`src/hdl/olid_pkg.sv`:
```
// ----------------------------------------------------------------------------
// olid_pkg
// Shared types and codes for the ordered list block: request and result
// transactions, status and request codes, and the control bundle that drives
// the cell chain.
// ----------------------------------------------------------------------------
`timescale 1ns / 1ps
`default_nettype none

package olid_pkg;

  // Field widths
  localparam int DATA_W       = 32;
  localparam int REQ_W        = 2;
  localparam int STAT_W       = 3;
  localparam int CNT_W        = 7;
  localparam int CAPACITY_DEF = 64;
  localparam int CAPACITY_MAX = 64;

  // Request codes
  localparam logic [REQ_W-1:0] REQ_INSERT = 2'd0;
  localparam logic [REQ_W-1:0] REQ_DELETE = 2'd1;
  localparam logic [REQ_W-1:0] REQ_DUMP   = 2'd2;

  // Status codes
  localparam logic [STAT_W-1:0] STAT_DONE      = 3'd0;
  localparam logic [STAT_W-1:0] STAT_FULL      = 3'd1;
  localparam logic [STAT_W-1:0] STAT_NOT_FOUND = 3'd2;
  localparam logic [STAT_W-1:0] STAT_EMPTY     = 3'd3;
  localparam logic [STAT_W-1:0] STAT_ENTRY     = 3'd4;

  // Input transaction
  typedef struct packed {
    logic [REQ_W-1:0]         req_type;
    logic signed [DATA_W-1:0] value;
  } req_t;

  // Output transaction
  typedef struct packed {
    logic [STAT_W-1:0]        status;
    logic signed [DATA_W-1:0] entry_value;
    logic [CNT_W-1:0]         entry_count;
    logic                     last;
  } res_t;

  // Broadcast control for every cell of the chain
  typedef struct packed {
    logic              insert;   // write value into the cell at index count
    logic              compare;  // latch value match for a delete
    logic              remove;   // close the gap behind the first match
    logic              rotate;   // move one place toward the head, head to tail
    logic [CNT_W-1:0]  count;
    logic [DATA_W-1:0] value;
  } cell_ctrl_t;

endpackage : olid_pkg

`default_nettype wire

```
`src/hdl/olid_cell.sv`:
```
// ----------------------------------------------------------------------------
// olid_cell
// One storage cell of the list chain. Holds one entry, compares it against
// the delete value, and takes its neighbor's entry on a remove or rotate.
// ----------------------------------------------------------------------------
`timescale 1ns / 1ps
`default_nettype none

module olid_cell
  import olid_pkg::*;
#(
  parameter int IDX = 0
) (
  input  wire logic              clk_i,
  input  wire cell_ctrl_t        ctrl_i,
  input  wire logic [DATA_W-1:0] next_i,   // entry of the cell behind this one
  input  wire logic [DATA_W-1:0] head_i,   // entry of cell zero
  input  wire logic              hit_i,    // a match exists nearer the head
  output logic [DATA_W-1:0]      value_o,
  output logic                   hit_o
);

  logic [DATA_W-1:0] value_q, value_d;
  logic              match_q, match_d;
  logic              in_list;

  assign in_list = (CNT_W'(IDX) < ctrl_i.count);
  assign hit_o   = hit_i | match_q;
  assign value_o = value_q;

  // Next entry and match flag
  always_comb begin
    value_d = value_q;
    match_d = match_q;
    priority if (ctrl_i.insert) begin
      if (ctrl_i.count == CNT_W'(IDX)) value_d = ctrl_i.value;
    end else if (ctrl_i.compare) begin
      match_d = in_list && (value_q == ctrl_i.value);
    end else if (ctrl_i.remove) begin
      if (hit_o) value_d = next_i;
    end else if (ctrl_i.rotate) begin
      value_d = (ctrl_i.count == CNT_W'(IDX + 1)) ? head_i : next_i;
    end else begin
      // no operation: entry and match flag hold
      value_d = value_q;
    end
  end

  // Payload storage, no reset
  always_ff @(posedge clk_i) begin
    value_q <= value_d;
    match_q <= match_d;
  end

endmodule : olid_cell

`default_nettype wire

```
`config.mk`:
```
export PLATFORM = sky130hd
export DESIGN_NAME = olid_cell
export DESIGN_NICKNAME = d
export VERILOG_FILES = /design/src/hdl/olid_pkg.sv /design/src/hdl/olid_cell.sv
export SDC_FILE = /design/constraint.sdc
export NUM_CORES = 1
export LEC_CHECK = 0
export BUFFER_PORTS_ARGS = -buffer_cell sky130_fd_sc_hd__buf_4
export CAP_MARGIN = 20
export CELL_PAD_IN_SITES_DETAIL_PLACEMENT = 1
export CELL_PAD_IN_SITES_GLOBAL_PLACEMENT = 1
export CORE_MARGIN = 3
export CORE_UTILIZATION = 32
export CTS_CLUSTER_DIAMETER = 100
export DETAILED_ROUTE_END_ITERATION = 10
export GPL_ROUTABILITY_DRIVEN = 0
export PLACE_DENSITY_LB_ADDON = 0.1
export SYNTH_ARGS = -nofsm -noshare
export SYNTH_HDL_FRONTEND = slang
export SYNTH_SLANG_ARGS = --single-unit
```
`constraint.sdc`:
```
create_clock -name clk_i -period 6.3 [get_ports clk_i]
set_clock_uncertainty 0.1 [all_clocks]
set_input_delay 0.315 -clock clk_i [delete_from_list [all_inputs] [get_ports clk_i]]
set_output_delay 0.315 -clock clk_i [all_outputs]
set_load 0.02 [all_outputs]
```
==> results of run 1 <==
[layer usage]
metal / global-route usage / vias to the layer above / part of all wire
met5: 0 / - / 0
met4: 0.0538 / 0 / 0.015
met3: 0.0485 / 9 / 0.074
met2: 0.334 / 82 / 0.52
met1: 0.212 / 928 / 0.39
li1: - / 967 / -
[stage by stage]
| stage | power, uW | hold slack (ns) | cells | instance area [sq um] | util |
|---|---|---|---|---|---|
| finish | 548 | 0.230 | 406 | 3290 | 0.536 |
| global route | 573 | 0.236 | 406 | 3290 | 0.536 |
| CTS | 554 | 0.220 | 406 | 3290 | 0.536 |
| detailed placement | 400 | 0.523 | 398 | 3200 | 0.523 |
| global placement | 396 | 0.513 | 398 | 3200 | 0.523 |
| floorplan | 316 | 0.406 | 191 | 2090 | - |
[state kept, by name (all words and copies together) (netlist names)]
name     cells
match_q      1
value_o     32
[critical path: cells and delay by family]
family	cells	cell delay [ns]
AO/OA/AOI/OAI	1	0.10
multiplexers	1	0.43
buffers and inverters	1	0.12
AND/OR/NAND/NOR	2	1.01
[how the worst max path moves through the flow]
stage	slack (ns)	endpoint
6_report	4.23	value_o[26]
5_1_grt	4.08	value_o[12]
4_1_cts	4.19	value_o[11]
3_5_place_dp	3.89	value_o[23]
3_3_place_gp	3.95	value_o[26]
2_1_floorplan	2.74	value_o[0]
[cells by family after synthesis]
kind of cell	share of synthesized area
buf+inv	0.0287
compound gates	0.0802
xor+xnor	0.134
flops	0.474
mux	0.158
simple gates	0.125
[cell usage in the layout (no fill, tap or decap), types with 2 or more instances in the layout]
master and instances:
nand2_1 33, nor4_1 8, clkbuf_8 5, edfxtp_1 33, o21ai_0 2, mux2i_1 33
xor2_1 32, clkinv_1 2, nand4_1 2, buf_4 142, o21ai_1 30
[power by group]
| part | internal (uW) | total (uW) | switching, uW |
|---|---|---|---|
| Combinational | 73.3 | 133 | 59.5 |
| Sequential | 255 | 260 | 5.72 |
| Clock | 74.4 | 155 | 80.3 |
[final cells by class]
cell class	instances	area [sq um]	area share
clock inverters	3	12.5	0.00381
well taps	75	93.8	0.0286
multi-input cells	148	1050	0.321
flip-flops and latches	33	991	0.302
repair buffers	142	1070	0.324
clock buffers	5	68.8	0.0209
==> out/qor.yml, run 1 <==
drt-initial-drc-count: 120
fillers: 707
synth.top_cell.area_share: 0.474
rsz0062_at_grt: "false"
yosys-top-cells-count: "edfxtp_1 (33), mux2i_1 (33), nand2_1 (33), xor2_1 (32), o21ai_1 (30)"
rows: 28
htree_levels: 2
synth_edf_count: 33
place_ws_ns: 3.89
hold_end: "value_o[27]"
crit_required_ns: 6.21
synth.ff_latch_count: 33
grt_pass1_wl_mm: 10.6
vias: 1986
post-cts-setup-buffers: 0
min_from: "ctrl_i[27]"
drt-vias-per-instance: 4.89
numCtsBuffers: 5
start_kind: "primary input"
syn-num-nets: 300
clockBufferDepth: 2
min_period_over_period: 0.329
antennaDiodeCount: 0
arrival_ns: 1.98
yosys_warnings: 0
crit_start: "ctrl_i[37]"
antenna_found_initial: 0
clkTransAtPathRegs_ns: 0.07
worst_hold_path.num_cells: 3
yosysTopAreaCell: "edfxtp_1"
cp_cell_sequence: "buf_4 > nor4_4 > nand4b_4 > mux2i_1 > o21ai_1"
track_usage: 0.185
drive_gt1_frac: 0.459
routed_wl_mm: 6.87
core_sq_um: 6130
synthArstFlopShare: 0
drv_cap: 0
synth_seq_area_share: 0.474
areaGrowthSynthToFinish_pct: 57.2
remaining_drc_errors: 0
setup_viol: 0
reg2reg_depth: 4
synth_cell_types: 18
netlist_area_sq_um: 2090
synth_ff_type: "edfxtp_1"
cts_tree: "yes"
hold_viol: 0
cts_resized: 0
layout_setup_ws_ns: 4.23
routedWlPerCell_um: 16.9
cts_root_buffer: "clkbuf_8"
dieWidth_um: 86.8
worstReg2RegEnd: "value_o[12]"
overflow: 0
final_antenna_net_count: 0
p_per_area_nw_per_um2: 167
first_pass_iters: 4
initial_core_util: 0.341
port_buffers: 141
crit_slowest_cell: "nand4b_4"
cp_max_fo: 32
grt_max_degree: 68
finalCriticalPeriod_ns: 2.07
regToRegSetupSlack_ns: 4.24
syn_avg_cell_area_sq_um: 10.9
worstSetupPathType: "primary input to flop"
synthTopCellsByArea: "edfxtp_1 (47%), mux2i_1 (16%), xor2_1 (13%)"
critPathMaxStageDelay_ns: 0.67
slew_headroom: 0.424
hpwl_mm: 5.50
status: "complete, no violations"
worstMarginPinSlew_ns: 0.864
finalMaxSlewViolations: 0
fin_nets: 439
ios: 142
cts_sinks: 33
r2r-start: "match_q"
fmax_mhz: 483
die-area_sq_um: 7540
insertion_delay_ns: 0.28
syn_inst: 191
finalSetupTns_ns: 0
hp-class: "primary input to flop"
hold_buffers: 0
first_global_vias: 2188
fp.dieH_um: 86.8
p_leak_uw: 0.00167
end_kind: "flop"
irDropWorstVdd_mv: 0.0780
(Power assumes the default switching activity.)
==> run 2: changes to the inputs <==
CORE_UTILIZATION = 30   (was 32)
clock period = 2 ns   (was 6.3 ns; I/O delays follow)
==> out/qor.yml, run 2 (synthesis gave the netlist of run 1 again) <==
end_kind: "flop"
min_period_over_period: 0.802
antennaDiodeCount: 0  # unchanged
numCtsBuffers: 5  # unchanged
drt-vias-per-instance: 4.62  # -5.6%
irDropWorstVdd_mv: 0.282  # +260%
start_kind: "flop"
drt-initial-drc-count: 47  # -61%
fmax_mhz: 624
core_sq_um: 6570  # +7.1%
hp-class: "primary input to flop"
slew_headroom: 0.593  # +0.169
crit_required_ns: 2.03  # -4.18 ns
cp-endpoint: "match_q"
vias: 1994  # +0.40%
antenna_found_initial: 0  # unchanged
final_common_cell: "buf_4"
fp.dieH_um: 89.5  # +3.1%
cts_resized: 0  # unchanged
track_usage: 0.167  # -0.0174
largest_reg_flops: 32  # unchanged
routedWlPerCell_um: 15.8  # -6.5%
initial_core_util: 0.318  # -0.0227
p_leak_uw: 0.00172  # +2.6%
crit_start: "value_o[8]"
overflow: 0  # unchanged
first_global_vias: 2038  # -6.9%
clockBufferDepth: 2  # unchanged
drive_gt1_frac: 0.472  # +0.0128
r2r-start: "value_o[8]"
fillers: 741  # +4.8%
clkTransAtPathRegs_ns: 0.07  # about the same
remaining_drc_errors: 0  # unchanged
fin_nets: 447  # +1.8%
worstReg2RegEnd: "match_q"
cts_tree: "yes"
place_inst: 419  # +5.3%
routed_wl_mm: 6.83  # -0.51%
setup_viol: 0  # unchanged
worst_hold_path.num_cells: 3  # unchanged
finalNonFillerCells: 432  # +6.4%
finalSetupTns_ns: 0  # unchanged
reg2reg_depth: 4  # unchanged
grt_max_degree: 66  # -2.9%
final_antenna_net_count: 0  # unchanged
status: "complete, no violations"
die-area_sq_um: 8010  # +6.2%
cts_sinks: 33  # unchanged
worstMarginPinSlew_ns: 0.611  # -0.253 ns
final_cell_mix: "buf_4 (148), mux2i_1 (33), nand2_1 (33), edfxtp_1 (33), xor2_1 (32)"
port_buffers: 141  # unchanged
ios: 142  # unchanged
areaGrowthSynthToFinish_pct: 61.9
regToRegSetupSlack_ns: 0.40  # -3.84 ns
hold_viol: 0  # unchanged
finalCriticalPeriod_ns: 1.60
first_pass_iters: 4  # unchanged
p_per_area_nw_per_um2: 514  # +210%
htree_levels: 2  # unchanged
cp_max_fo: 2  # -94%
finalMaxSlewViolations: 0  # unchanged
grt_pass1_wl_mm: 9.94  # -6.7%
rsz0062_at_grt: "false"
worstSetupPathType: "flop to flop"
cts_root_buffer: "clkbuf_8"
drv_cap: 0  # unchanged
dieWidth_um: 89.5  # +3.1%
rows: 29  # +3.6%
insertion_delay_ns: 0.29  # about the same
arrival_ns: 1.64  # -0.34 ns
hpwl_mm: 5.61  # +2.0%
-- run 2: cell count changes in the layout (fill, tap and decap cells not counted) --
cell	before	now
buf_12	0	1
buf_4	142	148
clkbuf_1	0	1
clkinv_1	2	0
clkinv_2	1	2
dlygate4sd3_1	0	1
-- run 2: power breakdown --
part	total, uW	internal (uW)	leakage [uW]	switching [uW]
combinational	428	241	0.00136	188
clock	490	241	0.0000450	249
sequential	820	802	0.000307	18.3
total	1740	1280	0.00172	455
-- run 2: worst min path at each step --
stage | slack (ns) | from | to
after floorplan | 0.19 | ctrl_i[27] | value_o[27]
after global placement | 0.30 | ctrl_i[27] | value_o[27]
after detailed placement | 0.31 | ctrl_i[0] | value_o[0]
after CTS | 0.002 | ctrl_i[1] | value_o[1]
after global routing | 0.01 | ctrl_i[12] | value_o[12]
final | 0.01 | ctrl_i[12] | value_o[12]
-- run 2: timing repair --
| action | in CTS | in global routing |
|---|---|---|
| endpoints found under the setup margin | 0 | 9 |
| hold buffers | 1 | 0 |
| hold endpoints to repair | 1 | 0 |
| setup buffers | 0 | 4 |
-- run 2: critical path, cell delays in order, from the launching register on --
cell and delay, ns:
edfxtp_1 0.40, xor2_1 0.19, nor4_1 0.46, nand4_1 0.13, nor3_1 0.16
-- run 2: area by class of cell --
type | instances | area (sq um) | area share
tap | 93 | 116 | 0.0344
multi-input combinational | 148 | 1050 | 0.311
timing repair buffer | 150 | 1140 | 0.337
clock inverter | 2 | 10.0 | 0.00296
clock buffer | 6 | 72.6 | 0.0214
sequential | 33 | 991 | 0.293
-- run 2: stage by stage --
step | utilization | setup WS (ns) | instance area, sq um | hold WS, ns | power, uW
final | 0.515 | 0.396 | 3380 | 0.0107 | 1740
after global placement | 0.497 | 0.0935 | 3260 | 0.298 | 1250
after CTS | 0.511 | 0.0400 | 3350 | 0.00179 | 1760
after floorplan | - | 0.0229 | 2100 | 0.191 | 997
after detailed placement | 0.497 | 0.0558 | 3260 | 0.307 | 1260
after global routing | 0.515 | 0.197 | 3380 | 0.0113 | 1830
-- run 2: metal layers --
metal  GRT usage  share of wire  vias to the layer above
li1            -              -                      985
met1       0.204           0.40                      922
met2       0.286           0.50                       80
met3      0.0516          0.082                        7
met4      0.0447          0.011                        0
met5           0              0                        -
==> run 3: changes to the inputs <==
ABC_AREA = 1   (was unset)
CORE_UTILIZATION = 28   (was 30)
clock period = 1.3 ns   (was 2 ns; I/O delays follow)
==> out/qor.yml, run 3 <==
worstMarginPinSlew_ns: 0.330  # -0.281 ns
cp_max_fo: 18  # +16
p_int_uw: 2150  # +68%
drv_cap: 0  # unchanged
yosys_warnings: 0  # unchanged
overflow: 0  # unchanged
initial_core_util: 0.292  # -0.0262
die-area_sq_um: 11000  # +37%
cts_root_buffer: "clkbuf_8"
start_kind: "flop"
slew_headroom: 0.780  # +0.187
areaGrowthSynthToFinish_pct: 75.2
finalNonFillerCells: 707  # +64%
violations: "setup timing"
cts_tree: "yes"
hp-class: "primary input to flop"
end_kind: "flop"
worstSetupPathType: "flop to flop"
finalMaxSlewViolations: 0  # unchanged
yosysTopAreaCell: "edfxtp_1"
place_ws_ns: -0.147  # -0.203 ns
final_common_cell: "buf_4"
place_inst: 646  # +54%
layout_setup_ws_ns: -0.0473  # -0.444 ns
yosysMostFrequentCell: "nand2_1"
min_period_over_period: 1.04  # +0.235
clkTransAtPathRegs_ns: 0.07  # about the same
antennaDiodeCount: 0  # unchanged
p_per_area_nw_per_um2: 632  # +23%
syn-num-nets: 468  # +56%
cts_sinks: 33  # unchanged
final_antenna_net_count: 0  # unchanged
port_buffers: 141  # unchanged
setup_viol: 34  # +34
synth_cell_types: 18  # unchanged
routedWlPerCell_um: 13.4  # -15%
synth_edf_count: 33  # unchanged
grt_pass1_wl_mm: 15.6  # +57%
p_leak_uw: 0.00254  # +48%
insertion_delay_ns: 0.29  # about the same
fin_nets: 686  # +53%
grt_max_degree: 33  # -50%
final_cell_mix: "buf_4 (163), nand2_1 (132), inv_1 (71)"
arrival_ns: 1.30  # -0.34 ns
drt-vias-per-instance: 4.26  # -7.6%
clockBufferDepth: 2  # unchanged
first_global_vias: 3330  # +63%
vias: 3015  # +51%
seq_power_share: 0.420  # -0.052
core_sq_um: 9330  # +42%
synth.top_cell.area_share: 0.364  # -0.110
synthTopCellsByArea: "edfxtp_1 (36%), nand2_1 (18%), o211ai_2 (15%)"
synth_ff_type: "edfxtp_1"
design_area_sq_um: 4770  # +41%
hold_viol: 0  # unchanged
p_clk_frac: 0.249  # -0.033
rsz0062_at_grt: "true"
yosys-top-cells-count: "nand2_1 (133), inv_1 (71), edfxtp_1 (33), o211ai_2 (32), nand2_2 (28)"
routed_wl_mm: 9.50  # +39%
syn_inst: 359  # +88%
rows: 35  # +21%
largest_reg_flops: 32  # unchanged
status: "finished with violations"
htree_levels: 2  # unchanged
hpwl_mm: 7.19  # +28%
fp.dieH_um: 105  # +17%
finalCriticalPeriod_ns: 1.35  # -0.256 ns
fmax_mhz: 742  # +19%
drive_gt1_frac: 0.431  # -0.0412
pwr-share-comb: 0.331  # +0.084
netlist_area_sq_um: 2730  # +30%
dieWidth_um: 105  # +17%
numCtsBuffers: 5  # unchanged
antenna_found_initial: 0  # unchanged
synth.ff_latch_count: 33  # unchanged
p_sw_uw: 862  # +90%
first_pass_iters: 5  # +1
track_usage: 0.176  # +0.00841
sw_frac_of_total: 0.286  # +0.0242
dpl_cell_area_sq_um: 4140  # +27%
synth_seq_area_share: 0.364  # -0.110
crit_required_ns: 1.25  # -0.78 ns
syn_avg_cell_area_sq_um: 7.59  # -31%
synthArstFlopShare: 0  # unchanged
remaining_drc_errors: 0  # unchanged
irDropWorstVdd_mv: 0.299  # +6.1%
ios: 142  # unchanged
drt-initial-drc-count: 67  # +43%
run 3: changes by cell type after synthesis, moves of 24 or more:
cell and change:
nand2_1 +100, o211ai_2 +32, o21ai_1 -27, nand2_2 +28, nor2_1 +24, mux2i_1 -33, xor2_1 -31, inv_1 +71
run 3: power groups by stage:
stage / Combinational (uW) / Sequential [uW] / Clock [uW]
2_1_floorplan: 342 / 1340 / 0
3_3_place_gp: 850 / 1290 / 0
3_5_place_dp: 869 / 1290 / 0
4_1_cts: 1010 / 1270 / 775
5_1_grt: 1100 / 1270 / 816
6_report: 998 / 1270 / 751
run 3: per-stage QoR:
| stage | utilization | setup TNS (ns) | total power (uW) | hold WS (ns) |
|---|---|---|---|---|
| finish | 0.512 | -1.11 | 3020 | 0.00631 |
| global route | 0.512 | -2.42 | 3190 | 0.0111 |
| CTS | 0.511 | -1.32 | 3050 | 0.00175 |
| detailed placement | 0.443 | -5.50 | 2160 | 0.260 |
| global placement | 0.443 | -4.21 | 2140 | 0.257 |
| floorplan | - | -8.27 | 1680 | 0.147 |
run 3: cells by family (layout without fill, tap and decap cells):
family,count (synthesis),after routing,synth area share
AND/OR/NAND/NOR,191,191,0.300
buffers and inverters,86,305,0.139
XOR/XNOR,13,13,0.0418
flip-flops,33,33,0.364
AO/OA/AOI/OAI,36,36,0.155
run 3: critical path: stages, from the launching register on:
cell	delay, ns
edfxtp_1	0.37
or2_4	0.28
nor2_4	0.10
o21ai_4	0.08
buf_12	0.17
run 3: final cells by class:
| type | instances | area [sq um] |
|---|---|---|
| clock buffer | 5 | 68.8 |
| clock inverter | 3 | 12.5 |
| fill | 1153 | 4550 |
| inverter | 73 | 274 |
| multi-input combinational | 240 | 1390 |
| sequential | 33 | 991 |
| tap | 129 | 161 |
| timing repair buffer | 224 | 1880 |
run 3: final timing paths:
| check | start | endpoint | slack, ns | depth (start not counted) |
|---|---|---|---|---|
| worst max-delay path | match_q | value_o[9] | -0.05 | 4 |
| worst min-delay path | head_i[30] | value_o[30] | 0.006 | 3 |
| worst max register to register | match_q | value_o[9] | -0.05 | 4 |
| worst min register to register | value_o[16] | match_q | 0.71 | 5 |
run 3: per-layer routing:
metal / track usage / up-vias / part of all wire
met3: 0.0371 / 6 / 0.055
met5: 0 / - / 0
li1: - / 1535 / -
met4: 0.0422 / 0 / 0.0086
met2: 0.347 / 82 / 0.55
met1: 0.188 / 1392 / 0.39
run 3: repair_timing:
| action | 4_1_cts | 5_1_grt |
|---|---|---|
| buffers inserted | 2 | 0 |
| endpoints found under the setup margin | 34 | 35 |
| gates resized for setup | 8 | 1 |
| pin swaps | 6 | 0 |
| hold endpoints to repair | 32 | 0 |
| hold buffers | 51 | 0 |
